--- config.mk ---
export PLATFORM = sky130hd
export DESIGN_NAME = nzp_ram
export DESIGN_NICKNAME = d
export VERILOG_FILES = /design/src/hdl/nested_zone_time_profiler_defines.svh /design/src/hdl/nzp_ram.sv
export SDC_FILE = /design/constraint.sdc
export NUM_CORES = 1
export LEC_CHECK = 0
export ABC_AREA = 1
export BUFFER_PORTS_ARGS = -buffer_cell sky130_fd_sc_hd__buf_2
export CORE_AREA = 2 2 102 104
export CTS_BUF_LIST = sky130_fd_sc_hd__clkbuf_8 sky130_fd_sc_hd__clkbuf_16
export DETAILED_ROUTE_END_ITERATION = 7
export DIE_AREA = 0 0 104 106
export GPL_ROUTABILITY_DRIVEN = 0
export PLACE_DENSITY = 0.77
export SLEW_MARGIN = 20
export SYNTH_ARGS = -nofsm -noshare
export SYNTH_HDL_FRONTEND = slang
export SYNTH_SLANG_ARGS = --single-unit
--- constraint.sdc ---
create_clock -name clk -period 2.98 [get_ports clk]
set_input_delay 0.298 -clock clk [delete_from_list [all_inputs] [get_ports clk]]
set_output_delay 0.298 -clock clk [all_outputs]
set_load 0.01 [all_outputs]
--- src/hdl/nested_zone_time_profiler_defines.svh ---
// ---------------------------------------------------------------------------
// Nested zone time profiler: assertion macros
// Shorthand for the concurrent checks of the profiler, clocked on clk and
// quiet while rst_n is low.
// ---------------------------------------------------------------------------
`ifndef NESTED_ZONE_TIME_PROFILER_DEFINES_SVH
`define NESTED_ZONE_TIME_PROFILER_DEFINES_SVH

// A condition that must hold at every clock edge.
`define NZP_ASSERT_ALWAYS(label, cond, msg) \
  label: assert property (@(posedge clk) disable iff (!rst_n) (cond)) else $error(msg);

// A consequence that must hold in the same cycle as its cause.
`define NZP_ASSERT_SAME(label, ante, cons, msg) \
  label: assert property (@(posedge clk) disable iff (!rst_n) (ante) |-> (cons)) \
    else $error(msg);

// A consequence that must hold in the cycle after its cause.
`define NZP_ASSERT_NEXT(label, ante, cons, msg) \
  label: assert property (@(posedge clk) disable iff (!rst_n) (ante) |=> (cons)) \
    else $error(msg);

`endif

--- src/hdl/nzp_ram.sv ---
// ---------------------------------------------------------------------------
// Generic simple dual-port RAM
// One write port and one read port with registered read data; a read of the
// address being written returns the old contents.
// ---------------------------------------------------------------------------
module nzp_ram #(
  parameter int WIDTH = 8,
  parameter int DEPTH = 16,
  localparam int AW = (DEPTH > 1) ? $clog2(DEPTH) : 1
) (
  input  logic             clk,
  input  logic             we,
  input  logic [AW-1:0]    waddr,
  input  logic [WIDTH-1:0] wdata,
  input  logic             re,
  input  logic [AW-1:0]    raddr,
  output logic [WIDTH-1:0] rdata
);

  logic [WIDTH-1:0] mem_r [DEPTH];
  logic [WIDTH-1:0] rdata_r;

  always_ff @(posedge clk) begin
    if (we) begin
      mem_r[waddr] <= wdata;
    end
    if (re) begin
      rdata_r <= mem_r[raddr];
    end
  end

  assign rdata = rdata_r;

endmodule

== Word level (Yosys, flattened, before mapping) ==
Memory sizes are Yosys's and may differ from the RTL's. A register that Yosys moved wholly into a read port is not among the register bits.
Index checks and enable logic that the tools add are counted.
Storage, ports and cells
  memories: 1
  bits in writable memories: 128
  logic and storage cells: 3
  register bits: 0
  output and inout port bits: 8
  bits of input ports: 19
Memories
  mem_r: words 16, width 8, read ports 1, clocked after Yosys merged registers in 1, write ports 1, RTL line nzp_ram.sv:20  | logic [WIDTH-1:0] mem_r [DEPTH];
Operators by class
  multiplexer cells: 2
Operator list (number)
  $mux 1: 2

== Logic depth before layout (Yosys ltp) ==
Gate-level depths: netlist (run 1).
  depth in word-level cells: 2
  gate-level depth with buffers: 8
  mapped depth without buffers: 7

== Worst setup path after synthesis (run 1) ==
Ideal clock, no wire load.
  path kind: input -> register
  start: input port waddr[2]
  end: memory mem_r[10][0], enable pin
  cell stages on the path: 2
  arrival: 879 ps
  library setup time: 370 ps
  data required time: 2610 ps
  path slack: 1731 ps
  path buffers: 0
  cell sequence: nand3b_1 -> nor2_1
RTL lines
  start: declaration: RTL line nzp_ram.sv:13  | input logic [AW-1:0] waddr,
  end: declaration: RTL line nzp_ram.sv:20
No word-level cell before the write port.

==> impl_results.md, run 1 <==
- Clk Latency, worst-skew pair: 0.52 ns
- Post-CTS setup buffers: 0
- GRT Resource Usage Total: 0.241
- Critical Path Start Type: input port
- Nets: 595
- Most frequent cell after synthesis: nand2_1
- Vias per inst: 5.40
- GRT Residual Overflow: 0
- Core Rows: 37
- Power per cell area: 684 mW/mm²
- Hold buffers post-CTS: 0
- Hold crit path type: input port to flop
- Min Tclk post-route: 1.42 ns
- Worst Hold End: rdata[1]
- Register area share after synthesis: 0.698
- Max VDD drop: 0.564 mV
- Dpl cell area: 0.00601 mm²
- Vias in the first global route: 3,877
- Smallest setup slack after layout: 1.56 ns
- Max-Slew Margin vs Limit: 0.428
- CTS tree: done
- Crit end category: flop
- R2R depth: 6
- Fin Clk Skew: 0.00565 ns
- Clock Pin Slew Worst Setup and Hold Paths: 0.06 ns
- Post-synth top cells: nand2_1 (173), edfxtp_1 (136), inv_1 (100)
- CP arrival: 1.69 ns
- Post-route insts no fill: 724
- Max frequency: 0.704 GHz
- Initial core utilization: 0.585
- DP HPWL: 7500 µm
- Fin. Hold Viols: 0
- Synth Net Count: 570
- Synthesized area per cell: 10.6 µm²
- Leakage Power: 2.83 nW
- Status: finished clean
- Yosys warning count: 0
- FF-to-FF End: rdata[6]
- DR DRC count: 0
- Max FO, Critical Path: 33
- Async SR Flop Fraction: 0
- Slew @ Worst Pin: 0.854 ns
- # Max-Cap Violations: 0
- 1st-iter DRT viols: 358
- Syn Std Cell Area: 0.00585 mm²
- Dpl cells: 693
- DR vias: 3,911
- TritonCTS Sinks: 136
- Post-CTS sizing: 0
- Final Instance Area: 0.00661 mm²
- DRT Wirelength: 12,500 µm
- PortBufs: 26
- Top_reg_cell synth: edfxtp_1
- R2r setup slk: 1.75 ns
- Initial antenna violation count: 0
- Setup TNS: 0 ns
- H-tree lvl count: 4
- Yosys cell types: 11
- Final antenna-violating net count: 0
- Post-Synthesis Cells: 551
- DIE AREA: 0.0110 mm²
- Area leader, netlist: edfxtp_1
- EDFF count, synth: 136
- Num CTS Buffers: 17
- RSZ-0062 raised after global routing: no
- Clock buffer depth: 2
- Synth area leaders: edfxtp_1 (70%), nand2_1 (11%), nand3_1 (8.3%)
- Crit Path Category: input port to flop
- I/O pin cnt: 27
- Tcrit/Tclk final: 0.477
- Top cell type's share of synthesized area: 0.698
- Layout cell share with drive strength beyond 1: 0.105
- First-pass GRT wire length: 19,500 µm
- FF-to-FF Start: mem_r[0][6]
- Clock tree root buffer cell: clkbuf_8
- Largest net degree at the start of global routing: 65
- CP required: 3.25 ns
- Area grow syn2layout: 13.0%
- Hold path depth: 1
- Hold path start: re
- Vert. Die Dim: 106 µm
- Finish-stage setup viols: 0
- Antenna diodes: 0
- Core footprint: 0.0100 mm²
- Fin. max-slew vios: 0
- Die width: 104 µm
- Setup WS pre-CTS: 1.07 ns
- Pre-antenna DRT Iters: 5
- Final Util: 0.661
- DR WL/cell: 17.2 µm
- #FFs+latches synth: 136
[sequential cells by signal (all words and copies together) (netlist names)]
register and count:
mem_r 128, rdata 8
[logic make-up after synthesis]
kind of cell  synth area share
buf+inv                 0.0939
simple gates             0.208
flops                    0.698
[routing by layer]
metal	vias up	track usage	share of wire
li1	1829	-	-
met1	1842	0.297	0.38
met2	204	0.398	0.50
met3	36	0.0515	0.083
met4	0	0.135	0.036
met5	-	0	0
[area by class of cell]
| cell class | count | area (µm²) |
|---|---|---|
| Clock inverter | 14 | 183 |
| Sequential cell | 136 | 4080 |
| Clock buffer | 17 | 414 |
| Inverter | 102 | 383 |
| Tap cell | 136 | 170 |
| Fill cell | 771 | 3390 |
| Multi-Input combinational cell | 289 | 1210 |
| Timing Repair Buffer | 30 | 160 |
[critical path, stage by stage]
cell and delay (ns):
buf_2 0.11, inv_2 0.41, buf_4 0.33, nand2_1 0.09, nand3_1 0.07, nand3_1 0.11
nand3_1 0.17, nand2_1 0.08
[layout by cell type (no fill, tap or decap)]
master	netlist	final
buf_2	13	26
buf_4	4	4
bufinv_16	0	4
clkbuf_16	0	16
clkbuf_8	0	1
clkinv_1	0	1
clkinv_2	0	4
clkinv_4	0	1
clkinvlp_4	0	4
edfxtp_1	136	136
inv_1	100	100
inv_2	2	2
nand2_1	173	173
nand3_1	97	97
nand3b_1	2	2
nor2_1	17	17
[where the power goes]
part	internal (mW)	total (mW)	switching [mW]	leakage, nW
sequential	2.16	2.17	0.0113	1.24
combinational	0.0673	0.250	0.183	1.31
clock	1.34	2.10	0.756	0.283
[how the worst max path moves through the flow]
stage	from	endpoint	slack (ns)	cells after the start
global placement	raddr[0]	rdata[2]	1.13	8
finish	raddr[0]	rdata[2]	1.56	8
global route	raddr[0]	rdata[2]	1.49	8
detailed placement	raddr[0]	rdata[2]	1.07	8
floorplan	waddr[2]	mem_r[10][0]	1.73	2
CTS	rdata[3]	rdata[3]	1.59	1
[per-stage QoR]
stage	total power [mW]	hold WS, ns
finish	4.52	0.148
global route	4.63	0.132
CTS	4.53	0.124
detailed placement	2.45	0.668
global placement	2.44	0.658
floorplan	2.36	0.397
(Power assumes the default switching activity.)
==> run 2: changes to the inputs <==
--- a/config.mk
+++ b/config.mk
@@ -5,14 +5,14 @@
 export SDC_FILE = /design/constraint.sdc
 export NUM_CORES = 1
 export LEC_CHECK = 0
-export ABC_AREA = 1
+export ABC_AREA = 0
 export BUFFER_PORTS_ARGS = -buffer_cell sky130_fd_sc_hd__buf_2
 export CORE_AREA = 2 2 102 104
 export CTS_BUF_LIST = sky130_fd_sc_hd__clkbuf_8 sky130_fd_sc_hd__clkbuf_16
 export DETAILED_ROUTE_END_ITERATION = 7
 export DIE_AREA = 0 0 104 106
 export GPL_ROUTABILITY_DRIVEN = 0
-export PLACE_DENSITY = 0.77
+export PLACE_DENSITY = 0.73
 export SLEW_MARGIN = 20
 export SYNTH_ARGS = -nofsm -noshare
 export SYNTH_HDL_FRONTEND = slang
==> constraint.sdc (replaced) <==
create_clock -name clk -period 1.3 [get_ports clk]
set_input_delay 0.13 -clock clk [delete_from_list [all_inputs] [get_ports clk]]
set_output_delay 0.13 -clock clk [all_outputs]
set_load 0.01 [all_outputs]
==> impl_results.md, run 2 <==
- Top cell type's share of synthesized area: 0.781
- Worst Hold End: mem_r[4][3]
- Final Util: 0.643
- Switch Pwr: 1.93 mW
- Most frequent cells in the layout: edfxtp_1 (136), mux4_2 (32), buf_4 (28)
- Leakage Power: 2.17 nW
- FF+latch area: 0.00408 mm²
- Top_reg_cell synth: edfxtp_1
- CTS tree: done
- Setup TNS: -0.704 ns
- Power per cell area: 1550 mW/mm²
- Critical Path Start Type: flop
- Top reg by flops: mem_r
- Area leader, netlist: edfxtp_1
- Vert. Die Dim: 106 µm
- DR vias: 2,586
- Setup WS pre-CTS: -0.392 ns
- Failing checks: setup timing
- Share of power burned in registers: 0.498
- Max VDD drop: 0.812 mV
- First-pass GRT wire length: 15,800 µm
- Commonest non-fill, non-tap cell in the layout: edfxtp_1
- RSZ-0062 raised after global routing: yes
- Max FFs per register: 128
- Post-route insts no fill: 454
- TritonCTS Sinks: 136
- CP arrival: 1.70 ns
- Clock tree root buffer cell: clkbuf_8
- Tcrit/Tclk final: 1.11
- Area grow syn2layout: 23.0%
- Initial core utilization: 0.523
- Yosys cell types: 18
- Clock network fraction of total power: 0.446
- Core Rows: 37
- Nets: 325
- Max FO, Critical Path: 1
- Multi-input gate area: 0.00109 mm²
- Post-CTS setup buffers: 0
- Clock buffer depth: 2
- Fin Clk Skew: 0.00489 ns
- R2R depth: 3
- Post-synth top cells: edfxtp_1 (136), mux4_2 (18), a22oi_1 (16)
- Die width: 104 µm
- FF-to-FF End: rdata[1]
- Clock Pin Slew Worst Setup and Hold Paths: 0.06 ns
- Layout cell share with drive strength beyond 1: 0.425
- Dpl cell area: 0.00572 mm²
- Core footprint: 0.0100 mm²
- Initial antenna violation count: 0
- Pre-antenna DRT Iters: 4
- Fin. Hold Viols: 0
- PortBufs: 26
- Async SR Flop Fraction: 0
- DR DRC count: 0
- Hold crit path type: input port to flop
- Finish-stage setup viols: 8
- Syn Std Cell Area: 0.00523 mm²
- Yosys warning count: 0
- Register area share after synthesis: 0.781
- Vias in the first global route: 2,658
- DR WL/cell: 22.5 µm
- EDFF count, synth: 136
- Hold path start: waddr[0]
- Comb pwr share: 0.056
- DIE AREA: 0.0110 mm²
- Clk Latency, worst-skew pair: 0.52 ns
- Slew @ Worst Pin: 1.03 ns
- Final Instance Area: 0.00643 mm²
- Antenna diodes: 0
- Vias per inst: 5.70
- FF-to-FF Start: mem_r[3][1]
- Post-Synthesis Cells: 229
- Hold path depth: 3
- CP required: 1.56 ns
- Synthesized area per cell: 22.8 µm²
- DRT Wirelength: 10,200 µm
- GRT Residual Overflow: 0
- Fillers: 667
- GRT Resource Usage Total: 0.207
- Max frequency: 0.692 GHz
- Status: complete, but fails checks
- Net switching share of the total power: 0.193
- H-tree lvl count: 4
- Synth Net Count: 248
- Fin. max-slew vios: 0
- Final antenna-violating net count: 0
- Max-Slew Margin vs Limit: 0.311
- Largest net degree at the start of global routing: 22
- R2r setup slk: -0.15 ns
- Smallest setup slack after layout: -0.146 ns
- Dpl cells: 414
- 1st-iter DRT viols: 228
- Num CTS Buffers: 17
- # Max-Cap Violations: 0
- Crit end category: flop
- Synth area leaders: edfxtp_1 (78%), mux4_2 (7.8%), mux4_1 (7.0%)
- Most frequent cell after synthesis: edfxtp_1
- Crit Path Category: flop to flop
- P_int: 8.06 mW
- #FFs+latches synth: 136
- DP HPWL: 6520 µm
- Min Tclk post-route: 1.45 ns
- I/O pin cnt: 27
==> run 2: power by group through the flow <==
stage,sequential [mW],combinational (mW),clock [mW]
final,4.97,0.563,4.45
after CTS,4.97,0.552,4.54
after global routing,4.98,0.606,4.72
after global placement,5.06,0.497,0
after detailed placement,5.06,0.507,0
after floorplan,5.06,0.272,0
==> run 2: what timing repair did <==
| action | in CTS | in global routing |
|---|---|---|
| pin swaps | 2 | 4 |
| hold buffers | 9 | 0 |
| gates resized for setup | 7 | 8 |
| hold endpoints to repair | 136 | 0 |
| setup endpoints to repair | 8 | 8 |
==> run 2: worst max path at each step <==
stage,startpoint,end,slack (ns),depth (start not counted)
2_1_floorplan,waddr[2],mem_r[3][0],-0.1,2
5_1_grt,mem_r[1][1],rdata[1],-0.16,3
3_3_place_gp,raddr[0],rdata[1],-0.36,6
4_1_cts,mem_r[8][1],rdata[1],-0.14,3
3_5_place_dp,raddr[0],rdata[4],-0.39,6
6_report,mem_r[3][1],rdata[1],-0.15,3
==> run 2: cells by family after synthesis <==
group,synth area share
DFF,0.781
AOI/OAI and AO/OA,0.0230
buffers and inverters,0.0165
and+or+nand+nor,0.0314
muxes,0.148
==> run 2: metrics by stage <==
stage               power (mW)  hold slack, ns
detailed placement        5.57           0.520
finish                    9.98           0.172
global route              10.3           0.179
CTS                       10.1           0.149
global placement          5.55           0.517
floorplan                 5.33           0.229
==> run 2: per-layer routing <==
metal	vias to the layer above	GRT usage	share of wire
met5	-	0	0
met4	0	0.101	0.024
met3	17	0.0454	0.083
met2	130	0.336	0.51
met1	1323	0.270	0.39
li1	1116	-	-
==> run 2: layout make-up <==
cell class	instances	area share
Clock inverter	14	0.0220
Sequential cell	136	0.635
Clock buffer	17	0.0644
Multi-Input combinational cell	83	0.169
Tap cell	136	0.0265
Timing Repair Buffer	68	0.0825
==> run 2: worst max-delay path, stage by stage, from the launching register on <==
cell and delay (ns):
edfxtp_1 0.35, mux4_2 0.49, a22oi_2 0.24, nand2_1 0.10
==> run 3: changes to the inputs <==
--- a/config.mk
+++ b/config.mk
@@ -7,12 +7,12 @@
 export LEC_CHECK = 0
 export ABC_AREA = 0
 export BUFFER_PORTS_ARGS = -buffer_cell sky130_fd_sc_hd__buf_2
-export CORE_AREA = 2 2 102 104
+export CORE_AREA = 2 2 104 106
 export CTS_BUF_LIST = sky130_fd_sc_hd__clkbuf_8 sky130_fd_sc_hd__clkbuf_16
 export DETAILED_ROUTE_END_ITERATION = 7
-export DIE_AREA = 0 0 104 106
+export DIE_AREA = 0 0 106 108
 export GPL_ROUTABILITY_DRIVEN = 0
-export PLACE_DENSITY = 0.73
+export PLACE_DENSITY = 0.71
 export SLEW_MARGIN = 20
 export SYNTH_ARGS = -nofsm -noshare
 export SYNTH_HDL_FRONTEND = slang
==> impl_results.md, run 3 (synthesized netlist as in run 2, its figures left out) <==
- Final Instance Area: 0.00637 mm²
- Slew @ Worst Pin: 0.934 ns
- I/O pin cnt: 27
- RSZ-0062 raised after global routing: yes
- Fillers: 676
- Clock Pin Slew Worst Setup and Hold Paths: 0.06 ns
- Top reg by flops: mem_r
- Max FFs per register: 128
- Tcrit/Tclk final: 1.11
- P_int: 8.11 mW
- Antenna diodes: 0
- DRT Wirelength: 10,200 µm
- Commonest non-fill, non-tap cell in the layout: edfxtp_1
- DP HPWL: 6190 µm
- DIE AREA: 0.0114 mm²
- Switch Pwr: 2.09 mW
- Critical Path Start Type: flop
- Power per cell area: 1600 mW/mm²
- Leakage Power: 2.13 nW
- Fin. max-slew vios: 0
- DR DRC count: 0
- 1st-iter DRT viols: 212
- Min Tclk post-route: 1.44 ns
- Share of power burned in registers: 0.487
- Final Util: 0.622
- Core footprint: 0.0102 mm²
- Core Rows: 37
- Max frequency: 0.693 GHz
- Final antenna-violating net count: 0
- DR vias: 2,520
- Post-route insts no fill: 447
- PortBufs: 26
- Area grow syn2layout: 21.8%
- # Max-Cap Violations: 0
- CP arrival: 1.70 ns
- Crit Path Category: flop to flop
- Worst path max stage delay: 0.50 ns
- Status: complete, but fails checks
- Fin Clk Skew: 0.00703 ns
- Clock buffer depth: 2
- H-tree lvl count: 4
- Total power: 10.2 mW
- Initial core utilization: 0.511
- Max VDD drop: 0.788 mV
- Vias in the first global route: 2,625
- Comb pwr share: 0.052
- Nets: 317
- Hold crit path type: input port to flop
- Smallest setup slack after layout: -0.144 ns
- GRT Resource Usage Total: 0.200
- Most frequent cells in the layout: edfxtp_1 (136), mux4_2 (32), buf_2 (26)
- Clk Latency, worst-skew pair: 0.51 ns
- Net switching share of the total power: 0.205
- Slowest cell on the critical path: mux4_2
- Max-Slew Margin vs Limit: 0.376
- CTS tree: done
- Largest net degree at the start of global routing: 27
- Vias per inst: 5.64
- Failing checks: setup timing
- Dpl cells: 408
- Finish-stage setup viols: 8
- Max FO, Critical Path: 1
- Layout cell share with drive strength beyond 1: 0.408
- Num CTS Buffers: 17
- Crit end category: flop
- Pre-antenna DRT Iters: 4
- Clock network fraction of total power: 0.461
- Clock tree root buffer cell: clkbuf_8
- GRT Residual Overflow: 0
- Die width: 106 µm
- CP required: 1.56 ns
- DR WL/cell: 22.9 µm
- First-pass GRT wire length: 15,900 µm
- Initial antenna violation count: 0
- Dpl cell area: 0.00567 mm²
- Vert. Die Dim: 108 µm
- TritonCTS Sinks: 136
- Critical path cell sequence: mux4_2, a22oi_2, nand2_1
- Fin. Hold Viols: 0
run 3: worst max-delay path, delay by kind of cell, from the launching register on:
family | cells | cell delay [ns]
muxes | 1 | 0.50
AOI/OAI and AO/OA | 1 | 0.23
and+or+nand+nor | 1 | 0.08
DFF | 1 | 0.39
run 3: layout make-up:
cell class	instances	area [µm²]	share of cell area
Tap cell	136	170	0.0267
Multi-Input combinational cell	83	1060	0.166
Timing Repair Buffer	60	465	0.0731
Sequential cell	136	4080	0.641
Clock buffer	17	414	0.0650
Clock inverter	15	175	0.0275
run 3: per-layer routing:
layer  GRT usage  vias up  part of all wire
li1            -     1106                 -
met2       0.312       95              0.50
met4      0.0714        0             0.017
met3      0.0524       13             0.062
met1       0.279     1306              0.42
met5           0        -                 0
run 3: per-stage QoR:
stage / hold slack (ns) / setup slack (ns) / setup TNS [ns]
global placement: 0.518 / -0.399 / -4.83
floorplan: 0.229 / -0.0961 / -3.17
detailed placement: 0.528 / -0.396 / -5.46
finish: 0.0211 / -0.144 / -0.807
global route: 0.0138 / -0.193 / -1.23
CTS: 0.00745 / -0.135 / -0.810
run 3: power groups by stage:
stage	clock (mW)	combinational [mW]	sequential, mW
6_report	4.70	0.533	4.97
5_1_grt	4.97	0.579	4.98
4_1_cts	4.77	0.536	4.97
3_5_place_dp	0	0.501	5.06
3_3_place_gp	0	0.491	5.06
2_1_floorplan	0	0.272	5.06
run 3: final timing paths:
check / startpoint / slack, ns / cells after the start / endpoint
max reg2reg: mem_r[0][4] / -0.14 / 3 / rdata[4]
min reg2reg: mem_r[6][7] / 0.75 / 3 / rdata[7]
max: mem_r[0][4] / -0.14 / 3 / rdata[4]
min: wdata[6] / 0.02 / 1 / mem_r[7][6]
run 3: what timing repair did:
item | CTS | global route
buffers inserted | 0 | 0
endpoints found under the hold margin | 88 | 0
pin swaps | 1 | 1
endpoints found under the setup margin | 8 | 8
hold buffers | 7 | 0
resized for setup | 7 | 2
